===== config.mk =====
export PLATFORM = sky130hd
export DESIGN_NAME = work_stealing_task_dispatcher
export DESIGN_NICKNAME = d
export VERILOG_FILES = /design/src/hdl/wsd_pkg.sv /design/src/hdl/wsd_ctrl.sv /design/src/hdl/wsd_datapath.sv /design/src/hdl/work_stealing_task_dispatcher.sv
export SDC_FILE = /design/constraint.sdc
export NUM_CORES = 2
export LEC_CHECK = 0
export BUFFER_PORTS_ARGS = -buffer_cell sky130_fd_sc_hd__buf_2
export CELL_PAD_IN_SITES_DETAIL_PLACEMENT = 1
export CELL_PAD_IN_SITES_GLOBAL_PLACEMENT = 1
export CORE_ASPECT_RATIO = 0.6
export CORE_UTILIZATION = 51
export CTS_CLUSTER_SIZE = 28
export DETAILED_ROUTE_END_ITERATION = 7
export PLACE_DENSITY_LB_ADDON = 0.3
export RECOVER_POWER = 50
export REMOVE_ABC_BUFFERS = 1
export SYNTH_ARGS = -nofsm -noshare
export SYNTH_HDL_FRONTEND = slang
export SYNTH_SLANG_ARGS = --single-unit

===== constraint.sdc =====
create_clock -name clk -period 11.7 [get_ports clk]
set_clock_uncertainty 0.1 [all_clocks]
set_input_delay 0.585 -clock clk [delete_from_list [all_inputs] [get_ports clk]]
set_output_delay 0.585 -clock clk [all_outputs]
set_load 0.03 [all_outputs]

===== src/hdl/wsd_pkg.sv =====
// Shared types, codes and constants of the work-stealing task dispatcher.
package wsd_pkg;

    localparam int NUM_WORKERS               = 4;
    localparam int WORKER_ID_W               = 2;
    localparam int TASK_WIDTH                = 32;
    localparam int ACTIVE_W                  = 3;
    localparam int PENDING_W                 = 8;
    localparam int WORKER_QUEUE_DEPTH_DEF    = 16;
    localparam int OVERFLOW_QUEUE_DEPTH_DEF  = 64;
    localparam int CFG_INDEX_W               = 2;
    localparam int CFG_DATA_W                = 3;

    localparam logic [CFG_INDEX_W-1:0] CFG_WORKERS_IN_USE = 2'd0;
    localparam logic [CFG_INDEX_W-1:0] CFG_SHUT_DOWN      = 2'd1;

    localparam logic CMD_SUBMIT = 1'b0;
    localparam logic CMD_FETCH  = 1'b1;

    typedef enum logic [2:0] {
        ST_QUEUED_WORKER   = 3'd0,
        ST_QUEUED_OVERFLOW = 3'd1,
        ST_DROPPED         = 3'd2,
        ST_REJECTED        = 3'd3,
        ST_GIVEN           = 3'd4,
        ST_NONE            = 3'd5
    } status_t;

    typedef enum logic [1:0] {
        SRC_OWN      = 2'd0,
        SRC_STOLEN   = 2'd1,
        SRC_OVERFLOW = 2'd2
    } source_t;

    typedef enum logic [1:0] {
        S_IDLE,
        S_SUBMIT,
        S_SCAN,
        S_RESULT
    } state_t;

    typedef struct packed {
        logic latch;
        logic submit;
        logic scan;
    } ctl_cmd_t;

    typedef struct packed {
        logic is_fetch;
        logic scan_done;
    } ctl_sts_t;

endpackage


===== src/hdl/wsd_ctrl.sv =====
// Sequencer of the dispatcher: accept, submit or steal scan, result hand-off.
module wsd_ctrl
    import wsd_pkg::*;
(
    input  logic     clk,
    input  logic     rst_n,
    input  logic     in_valid,
    output logic     in_ready,
    output logic     out_valid,
    input  logic     out_ready,
    input  ctl_sts_t sts,
    output ctl_cmd_t cmd
);

    state_t state_reg;
    state_t state_next;

    always_ff @(posedge clk or negedge rst_n)
    begin
        if (!rst_n)
        begin
            state_reg <= S_IDLE;
        end
        else
        begin
            state_reg <= state_next;
        end
    end

    always_comb
    begin
        state_next = state_reg;
        case (state_reg)
            S_IDLE:
            begin
                if (in_valid)
                begin
                    state_next = S_SUBMIT;
                end
            end
            S_SUBMIT:
            begin
                // The latched command decides whether a scan is needed.
                if (sts.is_fetch)
                begin
                    state_next = S_SCAN;
                end
                else
                begin
                    state_next = S_RESULT;
                end
            end
            S_SCAN:
            begin
                if (sts.scan_done)
                begin
                    state_next = S_RESULT;
                end
            end
            S_RESULT:
            begin
                if (out_ready)
                begin
                    state_next = S_IDLE;
                end
            end
            default:
            begin
                state_next = S_IDLE;
            end
        endcase
    end

    always_comb
    begin
        in_ready   = 1'b0;
        out_valid  = 1'b0;
        cmd        = '0;
        case (state_reg)
            S_IDLE:
            begin
                in_ready  = 1'b1;
                cmd.latch = in_valid;
            end
            S_SUBMIT:
            begin
                cmd.submit = !sts.is_fetch;
            end
            S_SCAN:
            begin
                cmd.scan = 1'b1;
            end
            S_RESULT:
            begin
                out_valid = 1'b1;
            end
            default:
            begin
                cmd = '0;
            end
        endcase
    end

endmodule


===== src/hdl/wsd_datapath.sv =====
// Queue memories, fill counters, configuration and result registers.
module wsd_datapath
    import wsd_pkg::*;
#(
    parameter int WORKER_QUEUE_DEPTH   = WORKER_QUEUE_DEPTH_DEF,
    parameter int OVERFLOW_QUEUE_DEPTH = OVERFLOW_QUEUE_DEPTH_DEF
)
(
    input  logic                   clk,
    input  logic                   rst_n,
    input  ctl_cmd_t               cmd,
    output ctl_sts_t               sts,
    input  logic                   cfg_valid,
    input  logic [CFG_INDEX_W-1:0] cfg_index,
    input  logic [CFG_DATA_W-1:0]  cfg_data,
    input  logic                   in_cmd,
    input  logic [TASK_WIDTH-1:0]  in_task,
    input  logic [WORKER_ID_W-1:0] in_worker,
    output logic [2:0]             status,
    output logic [TASK_WIDTH-1:0]  task_out,
    output logic [1:0]             task_source,
    output logic [WORKER_ID_W-1:0] queue_number,
    output logic [PENDING_W-1:0]   pending_total
);

    localparam int WQD     = WORKER_QUEUE_DEPTH;
    localparam int OQD     = OVERFLOW_QUEUE_DEPTH;
    localparam int WH_W    = $clog2(WQD);
    localparam int WF_W    = $clog2(WQD + 1);
    localparam int OH_W    = $clog2(OQD);
    localparam int OF_W    = $clog2(OQD + 1);
    localparam int WA_W    = $clog2(NUM_WORKERS * WQD);
    localparam int SUM_W   = $clog2(NUM_WORKERS * WQD + OQD + 1) + 1;

    logic [TASK_WIDTH-1:0]  wk_mem [NUM_WORKERS * WQD];
    logic [TASK_WIDTH-1:0]  ov_mem [OQD];
    logic [TASK_WIDTH-1:0]  wk_rd_reg;
    logic [TASK_WIDTH-1:0]  ov_rd_reg;

    logic [WH_W-1:0]        head_reg [NUM_WORKERS];
    logic [WF_W-1:0]        fill_reg [NUM_WORKERS];
    logic [OH_W-1:0]        ov_head_reg;
    logic [OF_W-1:0]        ov_fill_reg;
    logic [WORKER_ID_W-1:0] rr_reg;
    logic [ACTIVE_W-1:0]    wiu_reg;
    logic                   shut_reg;

    logic                   cmd_reg;
    logic [TASK_WIDTH-1:0]  task_reg;
    logic [WORKER_ID_W-1:0] me_reg;
    logic [WORKER_ID_W-1:0] cand_reg;
    logic [ACTIVE_W-1:0]    step_reg;
    logic                   ovf_phase_reg;

    status_t                status_reg;
    source_t                src_reg;
    logic [WORKER_ID_W-1:0] qnum_reg;

    logic [ACTIVE_W-1:0]    n_act;
    logic [WORKER_ID_W-1:0] rr_idx;
    logic [WORKER_ID_W-1:0] rr_following;
    logic [WORKER_ID_W-1:0] cand_following;
    logic                   me_ok;
    logic                   wk_full;
    logic                   ov_full;
    logic [WH_W:0]          wk_tail_sum;
    logic [WH_W-1:0]        wk_tail;
    logic [OH_W:0]          ov_tail_sum;
    logic [OH_W-1:0]        ov_tail;
    logic [WA_W-1:0]        wk_waddr;
    logic [WA_W-1:0]        wk_raddr;
    logic                   wk_we;
    logic                   ov_we;
    logic                   wk_hit;
    logic                   ov_hit;
    logic                   can_steal;
    logic [SUM_W-1:0]       sum;

    // Reduces a worker number modulo the active count, at most NUM_WORKERS steps.
    function automatic logic [WORKER_ID_W-1:0] mod_active(
        input logic [WORKER_ID_W-1:0] v,
        input logic [ACTIVE_W-1:0]    n
    );
        logic [ACTIVE_W-1:0] r;
        r = ACTIVE_W'(v);
        for (int k = 0; k < NUM_WORKERS; k++)
        begin
            if (r >= n)
            begin
                r = r - n;
            end
        end
        return r[WORKER_ID_W-1:0];
    endfunction

    always_comb
    begin
        if (wiu_reg == '0)
        begin
            n_act = ACTIVE_W'(1);
        end
        else if (wiu_reg > ACTIVE_W'(NUM_WORKERS))
        begin
            n_act = ACTIVE_W'(NUM_WORKERS);
        end
        else
        begin
            n_act = wiu_reg;
        end
    end

    assign rr_idx       = mod_active(rr_reg, n_act);
    assign rr_following = (ACTIVE_W'(rr_idx) + 1'b1 == n_act) ? '0 : rr_idx + 1'b1;
    assign cand_following =
        (ACTIVE_W'(cand_reg) + 1'b1 == n_act) ? '0 : cand_reg + 1'b1;

    assign me_ok   = ACTIVE_W'(me_reg) < n_act;
    assign wk_full = fill_reg[rr_idx] == WF_W'(WQD);
    assign ov_full = ov_fill_reg == OF_W'(OQD);

    // Tail is head plus fill, which stays below twice the depth.
    always_comb
    begin
        wk_tail_sum = (WH_W+1)'(head_reg[rr_idx]) + (WH_W+1)'(fill_reg[rr_idx]);
        if (wk_tail_sum >= (WH_W+1)'(WQD))
        begin
            wk_tail_sum = wk_tail_sum - (WH_W+1)'(WQD);
        end
        wk_tail = wk_tail_sum[WH_W-1:0];
        ov_tail_sum = (OH_W+1)'(ov_head_reg) + (OH_W+1)'(ov_fill_reg);
        if (ov_tail_sum >= (OH_W+1)'(OQD))
        begin
            ov_tail_sum = ov_tail_sum - (OH_W+1)'(OQD);
        end
        ov_tail = ov_tail_sum[OH_W-1:0];
    end

    assign wk_waddr = WA_W'(rr_idx) * WA_W'(WQD) + WA_W'(wk_tail);
    assign wk_raddr = WA_W'(cand_reg) * WA_W'(WQD) + WA_W'(head_reg[cand_reg]);

    assign wk_we = cmd.submit && !shut_reg && !wk_full;
    assign ov_we = cmd.submit && !shut_reg && wk_full && !ov_full;

    assign wk_hit    = cmd.scan && me_ok && !ovf_phase_reg && fill_reg[cand_reg] != '0;
    assign ov_hit    = cmd.scan && me_ok && ovf_phase_reg && ov_fill_reg != '0;
    assign can_steal = !shut_reg && (step_reg + 1'b1 < n_act);

    assign sts.is_fetch  = cmd_reg == CMD_FETCH;
    assign sts.scan_done = !me_ok || ovf_phase_reg || fill_reg[cand_reg] != '0;

    always_ff @(posedge clk)
    begin
        if (wk_we)
        begin
            wk_mem[wk_waddr] <= task_reg;
        end
        if (wk_hit)
        begin
            wk_rd_reg <= wk_mem[wk_raddr];
        end
    end

    always_ff @(posedge clk)
    begin
        if (ov_we)
        begin
            ov_mem[ov_tail] <= task_reg;
        end
        if (ov_hit)
        begin
            ov_rd_reg <= ov_mem[ov_head_reg];
        end
    end

    always_ff @(posedge clk)
    begin
        if (cmd.latch)
        begin
            task_reg <= in_task;
        end
    end

    always_ff @(posedge clk or negedge rst_n)
    begin
        if (!rst_n)
        begin
            for (int w = 0; w < NUM_WORKERS; w++)
            begin
                head_reg[w] <= '0;
                fill_reg[w] <= '0;
            end
            ov_head_reg   <= '0;
            ov_fill_reg   <= '0;
            rr_reg        <= '0;
            wiu_reg       <= ACTIVE_W'(NUM_WORKERS);
            shut_reg      <= 1'b0;
            cmd_reg       <= CMD_SUBMIT;
            me_reg        <= '0;
            cand_reg      <= '0;
            step_reg      <= '0;
            ovf_phase_reg <= 1'b0;
            status_reg    <= ST_NONE;
            src_reg       <= SRC_OWN;
            qnum_reg      <= '0;
        end
        else
        begin
            if (cfg_valid)
            begin
                case (cfg_index)
                    CFG_WORKERS_IN_USE: wiu_reg  <= cfg_data;
                    CFG_SHUT_DOWN:      shut_reg <= cfg_data[0];
                    default:            ;
                endcase
            end
            if (cmd.latch)
            begin
                cmd_reg       <= in_cmd;
                me_reg        <= in_worker;
                cand_reg      <= in_worker;
                step_reg      <= '0;
                ovf_phase_reg <= 1'b0;
                src_reg       <= SRC_OWN;
                qnum_reg      <= '0;
                status_reg    <= ST_NONE;
            end
            if (cmd.submit)
            begin
                if (shut_reg)
                begin
                    status_reg <= ST_REJECTED;
                end
                else
                begin
                    rr_reg <= rr_following;
                    if (!wk_full)
                    begin
                        fill_reg[rr_idx] <= fill_reg[rr_idx] + 1'b1;
                        status_reg       <= ST_QUEUED_WORKER;
                        qnum_reg         <= rr_idx;
                    end
                    else if (!ov_full)
                    begin
                        ov_fill_reg <= ov_fill_reg + 1'b1;
                        status_reg  <= ST_QUEUED_OVERFLOW;
                    end
                    else
                    begin
                        status_reg <= ST_DROPPED;
                    end
                end
            end
            if (cmd.scan && me_ok)
            begin
                if (wk_hit)
                begin
                    head_reg[cand_reg] <= (head_reg[cand_reg] == WH_W'(WQD - 1)) ?
                                          '0 : head_reg[cand_reg] + 1'b1;
                    fill_reg[cand_reg] <= fill_reg[cand_reg] - 1'b1;
                    status_reg         <= ST_GIVEN;
                    src_reg            <= (step_reg == '0) ? SRC_OWN : SRC_STOLEN;
                    qnum_reg           <= cand_reg;
                end
                else if (ov_hit)
                begin
                    ov_head_reg <= (ov_head_reg == OH_W'(OQD - 1)) ? '0 : ov_head_reg + 1'b1;
                    ov_fill_reg <= ov_fill_reg - 1'b1;
                    status_reg  <= ST_GIVEN;
                    src_reg     <= SRC_OVERFLOW;
                end
                else if (!ovf_phase_reg)
                begin
                    // Own or victim queue empty: next one, else overflow phase.
                    if (can_steal)
                    begin
                        cand_reg <= cand_following;
                        step_reg <= step_reg + 1'b1;
                    end
                    else
                    begin
                        ovf_phase_reg <= 1'b1;
                    end
                end
            end
        end
    end

    always_comb
    begin
        sum = SUM_W'(ov_fill_reg);
        for (int w = 0; w < NUM_WORKERS; w++)
        begin
            sum = sum + SUM_W'(fill_reg[w]);
        end
    end

    assign pending_total = (sum > SUM_W'(255)) ? PENDING_W'(255) : sum[PENDING_W-1:0];

    assign status       = status_reg;
    assign task_source  = (status_reg == ST_GIVEN) ? src_reg : SRC_OWN;
    assign queue_number = qnum_reg;
    assign task_out     = (status_reg != ST_GIVEN) ? '0 :
                          (src_reg == SRC_OVERFLOW) ? ov_rd_reg : wk_rd_reg;

endmodule


===== src/hdl/work_stealing_task_dispatcher.sv =====
// Top level of the work-stealing task dispatcher.
//
// One task is handled at a time. An input transfer moves the sequencer from
// idle to the submit state; a submit then goes straight to the result state,
// while a fetch first passes through the steal scan. The scan checks one queue
// per cycle against the fill counters before a single read of the queue
// memory. The input is ready again in the cycle after the result transfer.
// pending_total counts all tasks held, including those left in inactive
// queues. The queue memories hold no reset state; only their heads and fill
// counts are cleared.
module work_stealing_task_dispatcher
    import wsd_pkg::*;
#(
    parameter int WORKER_QUEUE_DEPTH   = WORKER_QUEUE_DEPTH_DEF,
    parameter int OVERFLOW_QUEUE_DEPTH = OVERFLOW_QUEUE_DEPTH_DEF
)
(
    input  logic                   clk,
    input  logic                   rst_n,
    input  logic                   cfg_valid,
    output logic                   cfg_ready,
    input  logic [CFG_INDEX_W-1:0] cfg_index,
    input  logic [CFG_DATA_W-1:0]  cfg_data,
    input  logic                   in_valid,
    output logic                   in_ready,
    input  logic                   cmd,
    input  logic [TASK_WIDTH-1:0]  task_handle,
    input  logic [WORKER_ID_W-1:0] worker_index,
    output logic                   out_valid,
    input  logic                   out_ready,
    output logic [2:0]             status,
    output logic [TASK_WIDTH-1:0]  task_out,
    output logic [1:0]             task_source,
    output logic [WORKER_ID_W-1:0] queue_number,
    output logic [PENDING_W-1:0]   pending_total
);

    ctl_cmd_t ctl_cmd;
    ctl_sts_t ctl_sts;

    assign cfg_ready = 1'b1;

    wsd_ctrl u_ctrl (
        .clk       (clk),
        .rst_n     (rst_n),
        .in_valid  (in_valid),
        .in_ready  (in_ready),
        .out_valid (out_valid),
        .out_ready (out_ready),
        .sts       (ctl_sts),
        .cmd       (ctl_cmd)
    );

    wsd_datapath #(
        .WORKER_QUEUE_DEPTH   (WORKER_QUEUE_DEPTH),
        .OVERFLOW_QUEUE_DEPTH (OVERFLOW_QUEUE_DEPTH)
    ) u_datapath (
        .clk           (clk),
        .rst_n         (rst_n),
        .cmd           (ctl_cmd),
        .sts           (ctl_sts),
        .cfg_valid     (cfg_valid),
        .cfg_index     (cfg_index),
        .cfg_data      (cfg_data),
        .in_cmd        (cmd),
        .in_task       (task_handle),
        .in_worker     (worker_index),
        .status        (status),
        .task_out      (task_out),
        .task_source   (task_source),
        .queue_number  (queue_number),
        .pending_total (pending_total)
    );

`ifndef NO_ASSERTIONS
    a_one_at_a_time: assert property (@(posedge clk) disable iff (!rst_n)
        out_valid |-> !in_ready)
        else $error("input ready while a result is held");

    a_no_result_after_accept: assert property (@(posedge clk) disable iff (!rst_n)
        (in_valid && in_ready) |=> !out_valid)
        else $error("result shown in the cycle after an input transfer");

    a_result_retires: assert property (@(posedge clk) disable iff (!rst_n)
        (out_valid && out_ready) |=> (!out_valid && in_ready))
        else $error("result not retired after its transfer");

    a_task_zero_unless_given: assert property (@(posedge clk) disable iff (!rst_n)
        (out_valid && status != ST_GIVEN) |-> (task_out == '0 && task_source == '0))
        else $error("task fields set on a result without a task");
`endif

endmodule


==> results.cfg <==
[outcome]
status = finished with violations
violations = capacitance limit, slew limit

[global_route]
grt_max_degree = 136
met3_usage_pct = 16.6
grt_pass1_wl_um = 717000
grt.busiest_layer = met1
antenna_found_initial = 67
grt_overflow = 0
use_met1_pct = 48.5
grt_pass1_vias = 85282
use_met2_pct = 41.3
grt_usage_pct = 31.9

[clock_tree]
cts_root_buffer = clkbuf_16
path_clk_slew_ns = 0.07
clk_latency_ns = 0.95
cts_tree = built
htreeDepth = 5
clockBufferDepth = 4
cts.sinks = 4265
numCtsBuffers = 383

[yosys]
async_reset_ff_share_pct = 1.71
yosysWarnings = 0
ys.flop_type = edfxtp_1
ys_ff_latch = 4265
synth.avg_cell_area_sq_um = 21.3
postSynthCellCount = 7801
synth.cell_area_sq_um = 166000
ys_types = 78
synth_edf_count = 4192
yosysSeqAreaShare_pct = 76.9

[die]
coreArea_sq_um = 322000
ios = 95
core.rowCount = 161
die_w_um = 739
die_h_um = 444
dieArea_sq_um = 328000
start_util_pct = 51.5

[run]
cap_violations = 70

[timing]
finalMaxSlewViolations = 4355
slew_headroom_pct = -552
setup_viol = 0
fin_crit_ns = 10.75
fin_tns_setup_ns = 0
hold_viol_final = 0
tightest_slew_ns = 9.78
fmax_mhz = 93.0
rsz0062_at_grt = no
timing.final.crit_share_pct = 91.9

[setup_path]
cp.required_ns = 12.22
path_max_fanout = 25
critPathLaunchType = flop
path_class = flop to flop
cp-end-kind = flop
worst-r2r-cell-count = 27
critPathArrivalTime_ns = 11.27

[detailed_routing]
vias = 88280
viasPerCell = 6.88
drtIter0Drc = 16330
drt.antenna.violating_nets = 0
wire_per_inst_um = 41.4
drc = 0
drtPass1Iterations = 6
routed_wl_um = 531000

[final_layout]
drive_gt1_share_pct = 23.4
areaGrowthSynthToFinish_pct = 12.4
fin_nets = 8286
fillCellCount = 26940
largest_registers = u_datapath.ov_mem x2048, u_datapath.wk_mem x2048

[worst_hold_path]
hold_path_class = input pin to flop
hold_depth = 5

[placement]
gp_congestion = 0.919
io_buffer_count = 93
dpl.hpwl_um = 327000
## final cells by class
| class | instances | area [sq um] | area share, % |
|---|---|---|---|
| tap | 4319 | 5400 | 2.90 |
| timing repair buffer | 431 | 3340 | 1.79 |
| sequential | 4265 | 128000 | 68.5 |
| antenna | 23 | 57.6 | 0.0308 |
| clock inverter | 230 | 2280 | 1.22 |
| multi-input combinational | 3036 | 37400 | 20.0 |
| clock buffer | 469 | 10100 | 5.43 |
| inverter | 61 | 235 | 0.126 |
## cells in the mapped netlist, drive strengths merged (11+ instances only)
master	number	area share (%)
nor2b	11	0.046
xor2	12	0.063
xnor2	38	0.23
mux4	935	13
nand2	154	0.35
a21oi	194	0.58
nand2b	14	0.053
o22ai	141	0.53
mux2i	530	3.2
o21ai	65	0.20
fa	14	0.17
dfrtp	70	1.1
clkbuf	338	0.76
buf	101	0.25
edfxtp	4192	76
mux2	23	0.17
o221ai	259	1.4
inv	58	0.13
a31oi	15	0.066
ha	49	0.37
nor4	18	0.068
nor2	182	0.41
nand3	25	0.078
nor3	231	0.70
## path summary, 6_finish.rpt
kind | to | slack [ns] | start
max | u_datapath.ov_mem[40][7] | 0.95 | u_datapath.wiu_reg[2]
min | u_ctrl.state_reg[0] | 0.11 | in_valid
max reg2reg | u_datapath.ov_mem[40][7] | 0.95 | u_datapath.wiu_reg[2]
min reg2reg | u_datapath.me_reg[0] | 0.43 | u_datapath.me_reg[0]
max in group asynchronous | u_datapath.head_reg[4] | 7.07 | rst_n
min in group asynchronous | u_datapath.cmd_reg | 0.83 | rst_n
## cell families after synthesis
logic type / count (synthesis) / synth area share [%]
AO/OA/AOI/OAI: 752 / 3.15
XOR/XNOR: 50 / 0.295
adder cells (fa/ha/maj): 63 / 0.538
buffers and inverters: 500 / 1.16
flip-flops: 4265 / 76.9
multiplexers: 1488 / 16.0
other: 1 / 0.00226
AND/OR/NAND/NOR: 682 / 1.90
## layer usage
metal  vias up  part of all wire, %  wire, um
met5         -                0.030       158
met4        24                  2.1     11300
met3       650                   19    101000
met2      6861                   39    208000
met1     47039                   40    210000
li1      33706                    -         -
## repair_timing
item                                   CTS  global route
setup buffers                            0             0
endpoints found under the hold margin   70             0
resized for setup                        0             0
hold buffers                            47             0
setup endpoints to repair                0             0
## cells in the final DEF (no fill, tap or decap), drive strengths merged, types with 47 or more instances in the layout
master | netlist | layout
a21oi | 194 | 194
buf | 101 | 299
clkbuf | 338 | 554
clkinv | 3 | 156
dfrtp | 70 | 70
dlygate4sd3 | 0 | 47
edfxtp | 4192 | 4192
ha | 49 | 49
inv | 58 | 72
mux2i | 530 | 530
mux4 | 935 | 935
nand2 | 154 | 154
nor2 | 182 | 182
nor3 | 231 | 231
o21ai | 65 | 65
o221ai | 259 | 259
o22ai | 141 | 141
## worst max-delay path, cell delays in order (launching register included)
cell     delay [ns]
dfstp_1        0.97
inv_1          0.35
nand2_1        0.40
ha_1           0.30
nor2_1         0.06
a221o_1        0.42
nand2_1        0.18
nor2_1         0.09
fa_1           0.44
xor2_1         0.16
a21oi_1        0.06
a31o_2         0.26
ha_1           0.43
a31oi_1        0.52
nand2_1        0.11
mux2_2         0.31
ha_1           0.33
a31o_2         0.28
a31oi_1        0.29
a21o_1         0.44
nor2_2         0.08
inv_2          0.40
a21oi_1        0.36
mux2_2         0.58
nor3_1         0.52
nand2_2        0.72
nor2_4         0.90
buf_4          0.30
## through the flow
step	setup slack (ns)	hold slack [ns]	area, sq um	utilization [%]	std cells
floorplan	-11.51	0.189	164000	-	7362
global placement	1.42	0.398	174000	54.0	12062
detailed placement	1.50	0.412	174000	54.0	12062
CTS	1.43	0.0432	187000	58.0	12808
global route	0.526	0.123	187000	57.9	12816
finish	0.945	0.111	187000	57.9	12834
Power is left out: the tool's default activity adds up to more than one toggle a clock period on the data nets, which glitch-free logic cannot reach.
